$ cat src/hdl/opd_pkg.sv
// Package for the DSP opcode priority decoder.
// Holds the pattern table, field widths, special row numbers and shared types.
// No dependencies.
package opd_pkg;

  localparam int WORD_W = 24;
  localparam int ADDR_W = 16;
  localparam int ROW_W  = 7;
  localparam int EA_W   = 6;

  localparam int TABLE_SIZE   = 81;
  localparam int PATTERN_ROWS = 81;
  localparam int ACTIVE_ROWS  = (PATTERN_ROWS < TABLE_SIZE) ? PATTERN_ROWS : TABLE_SIZE;

  localparam logic [ROW_W-1:0] ROW_SHORT_JUMP  = 7'd3;
  localparam logic [ROW_W-1:0] ROW_PERIPH_MOVE = 7'd40;

  localparam logic [EA_W-1:0]   EA_ABSOLUTE  = 6'h30;
  localparam logic [EA_W-1:0]   EA_IMMEDIATE = 6'h34;
  localparam logic [ADDR_W-1:0] IO_BASE      = 16'hFFC0;

  typedef logic [WORD_W-1:0] word_t;
  typedef logic [ADDR_W-1:0] addr_t;
  typedef logic [ROW_W-1:0]  row_t;

  typedef struct packed {
    logic hit;
    row_t row;
  } match_t;

  typedef struct packed {
    logic       matched;
    row_t       row_index;
    addr_t      instruction_address;
    addr_t      next_address;
    logic       uses_extension;
    addr_t      io_address;
    logic       memory_space_y;
    logic       peripheral_space_y;
    logic [2:0] ea_mode;
    logic [2:0] ea_register;
    logic       to_peripheral;
  } result_t;

  localparam word_t PAT_MASK [TABLE_SIZE] = '{
    24'hFF0000, 24'hFF0000, 24'hFFF000, 24'hFFF000, 24'hFFC0A0, 24'hFFC0FF, 24'hFFC0F0,
    24'hFFC0FF, 24'hFFC0A0, 24'hFFC0A0, 24'hFFC0A0, 24'hFFC0A0, 24'hFFC0A0, 24'hFFC0A0,
    24'hFFC0A0, 24'hFFC0A0, 24'hFFC0A0, 24'hFFC0A0, 24'hFFC0A0, 24'hFFC0A0, 24'hFFC0E0,
    24'hFFC0E0, 24'hFFC0E0, 24'hFFC0E0, 24'hFFC0A0, 24'hFFC0A0, 24'hFFC0A0, 24'hFFC0A0,
    24'hFFC0A0, 24'hFFC0A0, 24'hFFC0A0, 24'hFFC0A0, 24'hFFC0A0, 24'hFFC0A0, 24'hFFC0A0,
    24'hFFC0A0, 24'hFFC0E0, 24'hFFC0E0, 24'hFFC0E0, 24'hFFC0E0, 24'hFE4080, 24'hFE40C0,
    24'hFE40C0, 24'hFF40C0, 24'hFF40C0, 24'hFF00F0, 24'hFFC0FF, 24'hFFC0BF, 24'hFFC0BF,
    24'hFF00F0, 24'hFFC0FF, 24'hFFC0B0, 24'hFFC0B0, 24'hFF00E0, 24'hFF40A0, 24'hFF40A0,
    24'hFF40E0, 24'hFFE0F0, 24'hFF0880, 24'hFF0F87, 24'hFFF8F7, 24'hFFFFC7, 24'hFFE0C3,
    24'hFFE0C3, 24'hFFE0C3, 24'hFFE0C3, 24'hFFFFF0, 24'hFFFFFF, 24'hFF00FC, 24'hFF00FC,
    24'hFFFFFF, 24'hFFFFFF, 24'hFFFFFF, 24'hFFFFFF, 24'hFFFFFF, 24'hFFFFFE, 24'hFFFFFE,
    24'hFFFFFF, 24'hFFFFFF, 24'hFFFFFF, 24'hFFFFFF
  };

  localparam word_t PAT_CONST [TABLE_SIZE] = '{
    24'h0F0000, 24'h0E0000, 24'h0D0000, 24'h0C0000, 24'h0BC0A0, 24'h0BC080, 24'h0AC0A0,
    24'h0AC080, 24'h0B80A0, 24'h0B8080, 24'h0A80A0, 24'h0A8080, 24'h0B40A0, 24'h0B4080,
    24'h0A40A0, 24'h0A4080, 24'h0B00A0, 24'h0B0080, 24'h0A00A0, 24'h0A0080, 24'h0BC020,
    24'h0BC000, 24'h0AC020, 24'h0AC000, 24'h0B8020, 24'h0B8000, 24'h0A8020, 24'h0A8000,
    24'h0B4020, 24'h0B4000, 24'h0A4020, 24'h0A4000, 24'h0B0020, 24'h0B0000, 24'h0A0020,
    24'h0A0000, 24'h0BC060, 24'h0BC040, 24'h0AC060, 24'h0AC040, 24'h084080, 24'h084040,
    24'h084000, 24'h074080, 24'h070000, 24'h0600A0, 24'h06C020, 24'h064020, 24'h060020,
    24'h060080, 24'h06C000, 24'h064000, 24'h060000, 24'h0500A0, 24'h054020, 24'h050020,
    24'h0440A0, 24'h044010, 24'h030000, 24'h020000, 24'h01D815, 24'h018040, 24'h0100C2,
    24'h0100C3, 24'h0100C0, 24'h0100C1, 24'h000300, 24'h000200, 24'h0000F8, 24'h0000B8,
    24'h00008C, 24'h000087, 24'h000086, 24'h000084, 24'h00000C, 24'h00000A, 24'h000008,
    24'h000006, 24'h000005, 24'h000004, 24'h000000
  };

endpackage

$ cat src/hdl/opd_if.sv
// Channel interfaces for the DSP opcode priority decoder.
// Depends on opd_pkg for field types.
interface opd_in_if;
  logic          valid;
  logic          ready;
  opd_pkg::word_t instruction_word;

  modport source (output valid, output instruction_word, input ready);
  modport sink (input valid, input instruction_word, output ready);
endinterface

interface opd_out_if;
  logic           valid;
  logic           ready;
  logic           matched;
  opd_pkg::row_t  row_index;
  opd_pkg::addr_t instruction_address;
  opd_pkg::addr_t next_address;
  logic           uses_extension;
  opd_pkg::addr_t io_address;
  logic           memory_space_y;
  logic           peripheral_space_y;
  logic [2:0]     ea_mode;
  logic [2:0]     ea_register;
  logic           to_peripheral;

  modport source (
    output valid, input ready, output matched, output row_index,
    output instruction_address, output next_address, output uses_extension,
    output io_address, output memory_space_y, output peripheral_space_y,
    output ea_mode, output ea_register, output to_peripheral
  );
  modport sink (
    input valid, output ready, input matched, input row_index,
    input instruction_address, input next_address, input uses_extension,
    input io_address, input memory_space_y, input peripheral_space_y,
    input ea_mode, input ea_register, input to_peripheral
  );
endinterface

$ cat src/hdl/dsp_opcode_priority_decoder.sv
// Top level of the DSP opcode priority decoder.
// Depends on opd_pkg, opd_if.sv (channel interfaces) and opd_match.
//
// Decodes one 24-bit instruction word per clock while out_ch keeps up.
// A word accepted on in_ch is held in an input register; from there it is
// matched against the pattern table and the full result, including the
// program address it was fetched from and the address of the following
// instruction, is written to the output register once that register is
// free or being read, so the throughput is one transaction per cycle
// unless out_ch stalls. The program address counter advances as each word
// is decoded, which is what lets the following word be decoded without
// waiting on it. Writing cfg_wr_data with cfg_wr_en high loads the counter
// with a new start address; do this only while no transaction is in flight.
module dsp_opcode_priority_decoder (
  input  logic            clk,
  input  logic            rst_n,
  input  logic            cfg_wr_en,
  input  opd_pkg::addr_t  cfg_wr_data,
  opd_in_if.sink          in_ch,
  opd_out_if.source       out_ch
);

  logic             s1_valid_r;
  opd_pkg::word_t   s1_word_r;
  logic             out_valid_r;
  opd_pkg::result_t out_r;
  opd_pkg::result_t out_nxt;
  opd_pkg::addr_t   prog_addr_r;
  opd_pkg::addr_t   prog_addr_nxt;
  opd_pkg::match_t  match;
  logic [opd_pkg::EA_W-1:0] ea;
  logic             out_load;
  logic             s1_advance;

  assign out_load   = !out_valid_r || out_ch.ready;
  assign s1_advance = s1_valid_r && out_load;
  assign in_ch.ready = !s1_valid_r || out_load;

  opd_match u_match (
    .word   (s1_word_r),
    .result (match)
  );

  assign ea = s1_word_r[13:8];

  always_comb begin
    out_nxt                     = '0;
    out_nxt.matched             = match.hit;
    out_nxt.row_index           = match.row;
    out_nxt.instruction_address = prog_addr_r;
    out_nxt.next_address        = prog_addr_r + opd_pkg::ADDR_W'(1);
    if (match.hit && match.row == opd_pkg::ROW_SHORT_JUMP) begin
      out_nxt.next_address = {4'b0, s1_word_r[11:0]};
    end else if (match.hit && match.row == opd_pkg::ROW_PERIPH_MOVE) begin
      out_nxt.io_address         = opd_pkg::IO_BASE | {10'b0, s1_word_r[5:0]};
      out_nxt.memory_space_y     = s1_word_r[6];
      out_nxt.peripheral_space_y = s1_word_r[16];
      out_nxt.to_peripheral      = s1_word_r[15];
      out_nxt.ea_mode            = ea[5:3];
      out_nxt.ea_register        = ea[2:0];
      // Absolute and immediate addressing carry an extension word to skip.
      if (ea == opd_pkg::EA_ABSOLUTE || ea == opd_pkg::EA_IMMEDIATE) begin
        out_nxt.uses_extension = 1'b1;
        out_nxt.next_address   = prog_addr_r + opd_pkg::ADDR_W'(2);
      end
    end
  end

  always_comb begin
    prog_addr_nxt = prog_addr_r;
    if (cfg_wr_en) begin
      prog_addr_nxt = cfg_wr_data;
    end else if (s1_advance) begin
      prog_addr_nxt = out_nxt.next_address;
    end
  end

  always_ff @(posedge clk) begin
    if (!rst_n) begin
      s1_valid_r  <= 1'b0;
      out_valid_r <= 1'b0;
      prog_addr_r <= '0;
    end else begin
      prog_addr_r <= prog_addr_nxt;
      if (in_ch.ready) begin
        s1_valid_r <= in_ch.valid;
      end
      if (out_load) begin
        out_valid_r <= s1_valid_r;
      end
    end
  end

  always_ff @(posedge clk) begin
    if (in_ch.valid && in_ch.ready) begin
      s1_word_r <= in_ch.instruction_word;
    end
    if (s1_advance) begin
      out_r <= out_nxt;
    end
  end

  assign out_ch.valid               = out_valid_r;
  assign out_ch.matched             = out_r.matched;
  assign out_ch.row_index           = out_r.row_index;
  assign out_ch.instruction_address = out_r.instruction_address;
  assign out_ch.next_address        = out_r.next_address;
  assign out_ch.uses_extension      = out_r.uses_extension;
  assign out_ch.io_address          = out_r.io_address;
  assign out_ch.memory_space_y      = out_r.memory_space_y;
  assign out_ch.peripheral_space_y  = out_r.peripheral_space_y;
  assign out_ch.ea_mode             = out_r.ea_mode;
  assign out_ch.ea_register         = out_r.ea_register;
  assign out_ch.to_peripheral       = out_r.to_peripheral;

endmodule

$ cat src/hdl/opd_match.sv
// Pattern matcher: compares one word against every active table row in
// parallel and picks the lowest matching row. Depends on opd_pkg.
module opd_match (
  input  opd_pkg::word_t  word,
  output opd_pkg::match_t result
);

  logic [opd_pkg::ACTIVE_ROWS-1:0] hit_vec;

  always_comb begin
    for (int i = 0; i < opd_pkg::ACTIVE_ROWS; i++) begin
      hit_vec[i] = ((word & opd_pkg::PAT_MASK[i]) == opd_pkg::PAT_CONST[i]);
    end
  end

  // Scanning from the top down leaves the lowest hitting row in place.
  always_comb begin
    result.hit = 1'b0;
    result.row = '0;
    for (int i = opd_pkg::ACTIVE_ROWS - 1; i >= 0; i--) begin
      if (hit_vec[i]) begin
        result.hit = 1'b1;
        result.row = opd_pkg::ROW_W'(i);
      end
    end
  end

endmodule
$ cat src/flat_wrapper.sv
// flat-port wrapper written by rule: the top's interface ports become plain ports
module dsp_opcode_priority_decoder_flat 
  (clk, rst_n, cfg_wr_en, cfg_wr_data, in_ch_valid, in_ch_instruction_word, in_ch_ready, out_ch_valid, out_ch_ready, out_ch_matched, out_ch_row_index, out_ch_instruction_address, out_ch_next_address, out_ch_uses_extension, out_ch_io_address, out_ch_memory_space_y, out_ch_peripheral_space_y, out_ch_ea_mode, out_ch_ea_register, out_ch_to_peripheral);
  opd_in_if in_ch_i ();
  opd_out_if out_ch_i ();
  input  logic clk;
  input  logic rst_n;
  input  logic cfg_wr_en;
  input  opd_pkg::addr_t cfg_wr_data;
  input wire logic [$bits(in_ch_i.valid)-1:0] in_ch_valid;
  input wire logic [$bits(in_ch_i.instruction_word)-1:0] in_ch_instruction_word;
  output wire logic [$bits(in_ch_i.ready)-1:0] in_ch_ready;
  output wire logic [$bits(out_ch_i.valid)-1:0] out_ch_valid;
  input wire logic [$bits(out_ch_i.ready)-1:0] out_ch_ready;
  output wire logic [$bits(out_ch_i.matched)-1:0] out_ch_matched;
  output wire logic [$bits(out_ch_i.row_index)-1:0] out_ch_row_index;
  output wire logic [$bits(out_ch_i.instruction_address)-1:0] out_ch_instruction_address;
  output wire logic [$bits(out_ch_i.next_address)-1:0] out_ch_next_address;
  output wire logic [$bits(out_ch_i.uses_extension)-1:0] out_ch_uses_extension;
  output wire logic [$bits(out_ch_i.io_address)-1:0] out_ch_io_address;
  output wire logic [$bits(out_ch_i.memory_space_y)-1:0] out_ch_memory_space_y;
  output wire logic [$bits(out_ch_i.peripheral_space_y)-1:0] out_ch_peripheral_space_y;
  output wire logic [$bits(out_ch_i.ea_mode)-1:0] out_ch_ea_mode;
  output wire logic [$bits(out_ch_i.ea_register)-1:0] out_ch_ea_register;
  output wire logic [$bits(out_ch_i.to_peripheral)-1:0] out_ch_to_peripheral;
  assign in_ch_i.valid = in_ch_valid;
  assign in_ch_i.instruction_word = in_ch_instruction_word;
  assign in_ch_ready = in_ch_i.ready;
  assign out_ch_valid = out_ch_i.valid;
  assign out_ch_i.ready = out_ch_ready;
  assign out_ch_matched = out_ch_i.matched;
  assign out_ch_row_index = out_ch_i.row_index;
  assign out_ch_instruction_address = out_ch_i.instruction_address;
  assign out_ch_next_address = out_ch_i.next_address;
  assign out_ch_uses_extension = out_ch_i.uses_extension;
  assign out_ch_io_address = out_ch_i.io_address;
  assign out_ch_memory_space_y = out_ch_i.memory_space_y;
  assign out_ch_peripheral_space_y = out_ch_i.peripheral_space_y;
  assign out_ch_ea_mode = out_ch_i.ea_mode;
  assign out_ch_ea_register = out_ch_i.ea_register;
  assign out_ch_to_peripheral = out_ch_i.to_peripheral;
  dsp_opcode_priority_decoder u_core (.clk(clk), .rst_n(rst_n), .cfg_wr_en(cfg_wr_en), .cfg_wr_data(cfg_wr_data), .in_ch(in_ch_i), .out_ch(out_ch_i));
endmodule
$ cat config.mk
export PLATFORM = sky130hd
export DESIGN_NAME = dsp_opcode_priority_decoder_flat
export DESIGN_NICKNAME = d
export VERILOG_FILES = /design/src/hdl/opd_pkg.sv /design/src/hdl/opd_if.sv /design/src/hdl/dsp_opcode_priority_decoder.sv /design/src/hdl/opd_match.sv /design/src/flat_wrapper.sv
export SDC_FILE = /design/constraint.sdc
export NUM_CORES = 1
export LEC_CHECK = 0
export BUFFER_PORTS_ARGS = -buffer_cell sky130_fd_sc_hd__clkbuf_2
export CAP_MARGIN = 15
export CORE_ASPECT_RATIO = 1.1
export CORE_MARGIN = 2
export CORE_UTILIZATION = 23
export CTS_CLUSTER_DIAMETER = 60
export DETAILED_ROUTE_END_ITERATION = 10
export PLACE_DENSITY_LB_ADDON = 0.1
export RECOVER_POWER = 100
export SYNTH_ARGS = -nofsm -noshare
export SYNTH_HDL_FRONTEND = slang
export SYNTH_SLANG_ARGS = --single-unit
$ cat constraint.sdc
create_clock -name clk -period 4.33 [get_ports clk]
set_input_delay 0.433 -clock clk [delete_from_list [all_inputs] [get_ports clk]]
set_output_delay 0.433 -clock clk [all_outputs]
set_load 0.01 [all_outputs]
=== Word level (Yosys, flattened, before mapping) ===
Cells that the tools add are included.

* Add/sub/neg operators: 2
* Equal/unequal tests: 84
* Bitwise logic cells: 1
* Reduce and logical (&&, ||, !) cells: 12
* Muxes and demuxes: 86

{| class="wikitable"
|+ Operators with widths
! cell !! number
|-
| 2-to-1 mux 8 bit || 81
|-
| equality test 12 x 8 -> 1 bit (second input constant) || 27
|-
| equality test 13 x 9 -> 1 bit (second input constant) || 8
|-
| equality test 24 x 8 -> 1 bit (second input constant) || 4
|-
| equality test 24 x 3 -> 1 bit (second input constant) || 3
|-
| equality test 15 x 8 -> 1 bit (second input constant) || 4
|-
| equality test 11 x 6 -> 1 bit (second input constant) || 5
|-
| 2-to-1 mux 16 bit || 3
|-
| equality test 23 x 3 -> 1 bit (second input constant) || 2
|-
| 2-to-1 mux 42 bit || 1
|-
| equality test 12 x 7 -> 1 bit (second input constant) || 3
|-
| equality test 18 x 13 -> 1 bit (second input constant) || 2
|-
| equality test 18 x 14 -> 1 bit (second input constant) || 2
|-
| equality test 17 x 12 -> 1 bit (second input constant) || 2
|-
| equality test 14 x 6 -> 1 bit (second input constant) || 2
|-
| equality test 13 x 8 -> 1 bit (second input constant) || 2
|-
| equality test 24 x 10 -> 1 bit (second input constant) || 1
|-
| equality test 24 x 4 -> 1 bit (second input constant) || 1
|-
| zero test 24 bit || 1
|-
| equality test 21 x 14 -> 1 bit (second input constant) || 1
|-
| equality test 10 x 6 -> 1 bit (second input constant) || 2
|-
| equality test 20 x 13 -> 1 bit (second input constant) || 1
|-
| equality test 20 x 6 -> 1 bit (second input constant) || 1
|-
| 2-to-1 mux 17 bit || 1
|-
| other kinds (17) || 25
|}

* Word-level logic and storage cells: 201
* Output and inout port bits: 68
* Register bits: 108
* Bits of input ports: 45

=== Depth between registers and ports, before layout ===
* Word-level depth: 88
* Gate-level depth with buffers: 14

=== Modules after synthesis ===
From an unflattened synthesis, not the netlist that was laid out.

* Cell total of the unflattened synthesis: 598
* Area total of the unflattened synthesis: 5854.4 um^2

{| class="wikitable"
|+ Modules (own cells, without submodules)
! module !! cells an instance !! times used !! sequential area each (um^2) !! area an instance (um^2)
|-
| dsp_opcode_priority_decoder || 375 || 1 || 2792.7 || 4483.0
|-
| opd_match || 223 || 1 || 0.0 || 1371.3
|}

=== Worst setup path after synthesis ===
No wires, ideal clock.

* Path type: in2reg
* From: input port out_ch_ready
* To: register u_core.prog_addr_r[4]
* Data arrival time: 3144 ps
* Required time: 4260 ps
* Setup slack: 1117 ps
* Stages on the path: 9
* Path buffers: 2
* Path through: nor2b_1 > nand2b_1 > buf_6 > inv_1 > clkbuf_1 > o21ai_0 > a21boi_0 > o21ai_1 > a21oi_1

* Word-level cells in the longest chain between the ends: 3

{| class="wikitable"
|+ Ends and longest elaborated chain
! item !! line !! RTL
|-
| start: declaration || flat_wrapper.sv:14 || <nowiki>input wire logic [$bits(out_ch_i.ready)-1:0] out_ch_ready;</nowiki>
|-
| logical OR 1 bit || dsp_opcode_priority_decoder.sv:35 || <nowiki>assign out_load = !out_valid_r || out_ch.ready;</nowiki>
|-
| logical AND 1 bit || dsp_opcode_priority_decoder.sv:36 || <nowiki>assign s1_advance = s1_valid_r && out_load;</nowiki>
|-
| named net u_core.s1_advance || dsp_opcode_priority_decoder.sv:33 || <nowiki>logic s1_advance;</nowiki>
|-
| nonzero test 2 bit (no source line) || -- ||
|-
| end signal: assignment || dsp_opcode_priority_decoder.sv:84 || <nowiki>prog_addr_r <= prog_addr_nxt;</nowiki>
|-
| end: declaration || dsp_opcode_priority_decoder.sv:28 || <nowiki>opd_pkg::addr_t prog_addr_r;</nowiki>
|}

The timed path passes the listed nets, and every way through them passes these cells.
A chain may end at the register's enable or synchronous reset.

=== Final worst setup path ===
* From: register u_core.s1_word_r[23]
* To: register u_core.prog_addr_r[0]

* Word-level cells in the longest chain between the ends: 88
* Elaborated cells on any way between the ends: 170
* Classes of those cells: eq/ne (82); mux (85); reduce/logical (3)

{| class="wikitable"
|+ Ends and longest elaborated chain
! item !! line !! RTL
|-
| start: declaration || dsp_opcode_priority_decoder.sv:24 || <nowiki>opd_pkg::word_t s1_word_r;</nowiki>
|-
| start signal: assignment || dsp_opcode_priority_decoder.sv:96 || <nowiki>s1_word_r <= in_ch.instruction_word;</nowiki>
|-
| zero test 24 bit || opd_match.sv:12 || <nowiki>hit_vec[i] = ((word & opd_pkg::PAT_MASK[i]) == opd_pkg::PAT_CONST[i]);</nowiki>
|-
| 2-to-1 mux 8 bit (80 in series) || opd_match.sv:21 || <nowiki>if (hit_vec[i]) begin</nowiki>
|-
| 2-to-1 mux 8 bit (*) || opd_match.sv:21 ||
|-
| equality test 7 x 6 -> 1 bit || dsp_opcode_priority_decoder.sv:54 || <nowiki>end else if (match.hit && match.row == opd_pkg::ROW_PERIPH_MOVE) begin</nowiki>
|-
| logical AND 1 bit || dsp_opcode_priority_decoder.sv:54 ||
|-
| 2-to-1 mux 42 bit || dsp_opcode_priority_decoder.sv:54 ||
|-
| 2-to-1 mux 16 bit (*) || dsp_opcode_priority_decoder.sv:52 || <nowiki>if (match.hit && match.row == opd_pkg::ROW_SHORT_JUMP) begin</nowiki>
|-
| 2-to-1 mux 16 bit (*) || dsp_opcode_priority_decoder.sv:73 || <nowiki>end else if (s1_advance) begin</nowiki>
|-
| 2-to-1 mux 16 bit (*) || dsp_opcode_priority_decoder.sv:71 || <nowiki>if (cfg_wr_en) begin</nowiki>
|}

Every way passes the cells marked *; elsewhere a longest branch is shown, timed or not. The select of a mux whose other input is x is not followed.

==> PnR_summary.wiki <==
{| class="wikitable"
! Metric !! Value
|-
| Final worst-path cycle share || 0.889
|-
| Capture point of the critical path || u_core.prog_addr_r[0]
|-
| CTS clock-pin slew for the worst setup and hold paths || 70 ps
|-
| Number of global-route vias before repair || 4888
|-
| Post-DP HPWL || 14500 µm
|-
| Cell row count || 60
|-
| HP Class || input pin to flip-flop
|-
| Total instance count after detailed placement || 955
|-
| Path depth of the worst reg2reg path || 11
|-
| Setup repair after global routing missed its margin || no
|-
| Minimum setup slack among reg-to-reg paths || a little under 500 ps
|-
| H-tree depth || 3
|-
| Hold-fix buffers at CTS || 0
|-
| Average routed wire per standard cell || 20.0 µm
|-
| Final number of max-transition violations || 25
|-
| Total track usage || 0.148
|-
| Share of power burned in combinational logic || 0.111
|-
| Die Outline Area || 26200 µm²
|-
| Mapped Nets || 600
|-
| Worst path required time || between 4000 and 5000 ps
|-
| Signal arrival time at the worst endpoint || 4110 ps
|-
| Grt ovf || 0
|-
| DR iter-0 viols || about 320
|-
| Synth Area per Inst || a little over 10 µm²
|-
| Transition time of the tightest slew-check pin || ~1600 ps
|-
| Clock tree root driver cell || clkbuf_16
|-
| Antenna violations before repair || 0
|-
| Most frequent cells in the layout || 81 x edfxtp_1, 72 x clkbuf_1, 55 x nand2_1, 44 x clkbuf_2, 36 x nor2_1
|-
| Number of max-capacitance violations reported || 1
|-
| Number of register bits inferred by synthesis || 99
|-
| Post-cts gate resize count || 0
|-
| Proportion of synthesized flip-flops having asynchronous set or reset || 0
|-
| Maximum fanout along the worst path || 25
|-
| Max Root-Sink Buffers || 2
|-
| Final number of setup-violating endpoints || 0
|-
| Via Count || 4794
|-
| Highest clock rate || 0.260 GHz
|-
| Port buffer count || 112
|-
| DRC violations left || 0
|-
| Minimum setup slack after placement || slightly below 600 ps
|-
| Capturing point of the worst reg2reg path || u_core.prog_addr_r[0]
|-
| Die Ht || 169 µm
|-
| Violations in the final reports || capacitance limit, slew limit
|-
| Relative slew slack || -0.0435
|-
| Cell area after synthesis || 5720 µm²
|-
| Number of enable flip-flop cells after synthesis || just over 80
|-
| Worst setup path category || flip-flop to flip-flop
|-
| Relative area change from synthesis to final layout || 18.2%
|-
| Clk_lat worst skew || 370 ps
|-
| Number of filler cells placed in the layout || 2626
|-
| Worst Setup Start Kind || flip-flop
|-
| Final std cells w/o fill || 971
|-
| Start of the worst register-to-register path || u_core.s1_word_r[23]
|-
| Largest vdd supply drop || roughly 0.18 mV
|-
| Post-route cell area || between 6000 and 7000 µm²
|-
| Weighted congestion reported at the end of routability-driven placement || 0.965
|-
| Final worst slack || 481 ps
|-
| Critical path capture point type || flip-flop
|-
| Die extent in x || about 150 µm
|-
| Pin count of the biggest net entering global routing || 42
|-
| Post-route ant nets || 0
|-
| Detail-routed via count per cell || 4.94
|-
| Net switching fraction of the power || 0.275
|-
| PD cells || 323 nW/µm²
|-
| Count of inserted antenna diode cells || 0
|-
| Fraction of layout cells with a size suffix above 1 || 0.185
|-
| Global-route wire length before repair || 29700 µm
|-
| Synth warn || 0
|-
| Gate count after technology mapping || between 500 and 600
|-
| Total length of routed wires || 19400 µm
|-
| Skew final || 17.7 ps
|-
| TritonCTS clock tree || done
|-
| Shortest period the worst path allows || about 3800 ps
|-
| Reg power frac || 0.524
|-
| Share of power burned in the clock network || 0.365
|-
| Fin nets || 703
|-
| Initial DRT Pass Iterations || 4
|-
| Number of clock buffers inserted by TritonCTS || 9
|-
| Commonest non-fill, non-tap cell in the layout || edfxtp_1
|-
| Post-synth top flop || edfxtp_1
|-
| Static leakage || 2.38 nW
|-
| Number of clock sinks || between 90 and 100
|-
| Placeable core area || 24500 µm²
|-
| Top-Level Pins || about 110
|-
| Run status || finished with violations
|-
| Post-DP Area || 6590 µm²
|-
| Int Power || 1.58 mW
|-
| Sequential fraction of the synthesis area || 0.488
|-
| Number of setup buffers added after CTS || 0
|-
| Initial Util || 0.234
|-
| Worst setup path start || u_core.s1_word_r[23]
|-
| Final Hold Fails || 0
|-
| Net Switching || 0.602 mW
|-
| Synth cell types || 82
|-
| Fin Setup TNS || 0 ps
|}
cell families (layout without fill, tap and decap cells):
logic type,Yosys count,count (layout),synth area share
xor gates and xnor gates,21,21,0.0321
DFF,99,99,0.488
buffers and inverters,62,170,0.0676
and+or+nand+nor,260,260,0.264
muxes,14,14,0.0269
AOI/OAI and AO/OA,95,95,0.117
adders and majority gates,2,2,0.00437
area by class of cell:
cell class / count / area, µm² / share of cell area
clock buffer: 9 / 225 / 0.0333
clock inverter: 7 / 67.6 / 0.00999
inverter: 9 / 33.8 / 0.00500
multi-input combinational: 392 / 2520 / 0.373
sequential: 99 / 2790 / 0.413
tap: 310 / 388 / 0.0574
timing repair buffer: 145 / 733 / 0.108
worst max-delay path: stages (launching register included):
cell,delay (ps)
edfxtp_1,430
nor4_4,600
nand3_1,210
nor4b_1,670
a311oi_1,180
and4_1,230
and4_1,240
nor3_4,240
buf_12,170
buf_4,270
nor2_1,170
a221oi_1,340
metal layers:
layer / global-route usage / wire, µm / up-vias
li1: - / - / 2281
met1: 0.203 / 9170 / 2300
met2: 0.233 / 8690 / 177
met3: 0.0250 / 1030 / 36
met4: 0.0604 / 551 / 0
met5: 0 / 0 / -
cells in the mapped netlist, types with 9 or more instances:
| cell | count | area (µm²) |
|---|---|---|
| clkbuf_1 | 20 | 75.1 |
| nor3_1 | 20 | 100 |
| edfxtp_1 | 81 | 2430 |
| xor2_1 | 10 | 87.6 |
| xnor2_1 | 11 | 96.3 |
| nand2_1 | 55 | 206 |
| nor2b_1 | 12 | 75.1 |
| nor2_1 | 35 | 131 |
| nor4_1 | 19 | 119 |
| a21oi_1 | 18 | 90.1 |
| and3_2 | 11 | 82.6 |
| nand3_1 | 25 | 125 |
| buf_4 | 9 | 67.6 |
| and3_1 | 15 | 93.8 |
| dfxtp_1 | 18 | 360 |
| o21ai_0 | 23 | 115 |
state kept, by name (all words and copies together), names as in the netlist:
name                               count
u_core.s1_word_r                      24
u_core.out_ch.instruction_address     16
u_core.out_ch.next_address            16
u_core.prog_addr_r                    16
u_core.out_ch.io_address               7
u_core.out_ch.row_index                7
u_core.out_ch.ea_mode                  3
u_core.out_ch.ea_register              3
u_core.out_ch.matched                  1
u_core.out_ch.memory_space_y           1
u_core.out_ch.peripheral_space_y       1
u_core.out_ch.to_peripheral            1
u_core.out_ch.uses_extension           1
u_core.out_ch.valid                    1
u_core.s1_valid_r                      1
power by group through the flow:
stage               logic (mW)  clock network [mW]  registers [mW]
finish                   0.242               0.798            1.15
global route             0.267               0.858            1.15
CTS                      0.255               0.832            1.15
detailed placement       0.254                   0            1.17
global placement         0.257                   0            1.17
floorplan                0.150                   0            1.16
how the worst min path moves through the flow:
| stage | cells after the start | start | endpoint | slack (ps) |
|---|---|---|---|---|
| floorplan | 0 | u_core.prog_addr_r[3] | u_core.out_ch.instruction_address[3] | 410 |
| global placement | 1 | u_core.s1_valid_r | u_core.out_ch.valid | 490 |
| detailed placement | 1 | u_core.s1_valid_r | u_core.out_ch.valid | 510 |
| CTS | 1 | in_ch_instruction_word[8] | u_core.s1_word_r[8] | 240 |
| global route | 1 | in_ch_instruction_word[11] | u_core.s1_word_r[11] | 250 |
| finish | 1 | in_ch_instruction_word[8] | u_core.s1_word_r[8] | 250 |
stage by stage:
stage	total power, mW	util	hold slack [ps]
after CTS	2.23	0.281	237
after floorplan	1.31	-	407
final	2.19	0.276	249
after global routing	2.28	0.276	247
after global placement	1.43	0.269	492
after detailed placement	1.42	0.269	509
Note: power is estimated with default switching activity, not from simulation.
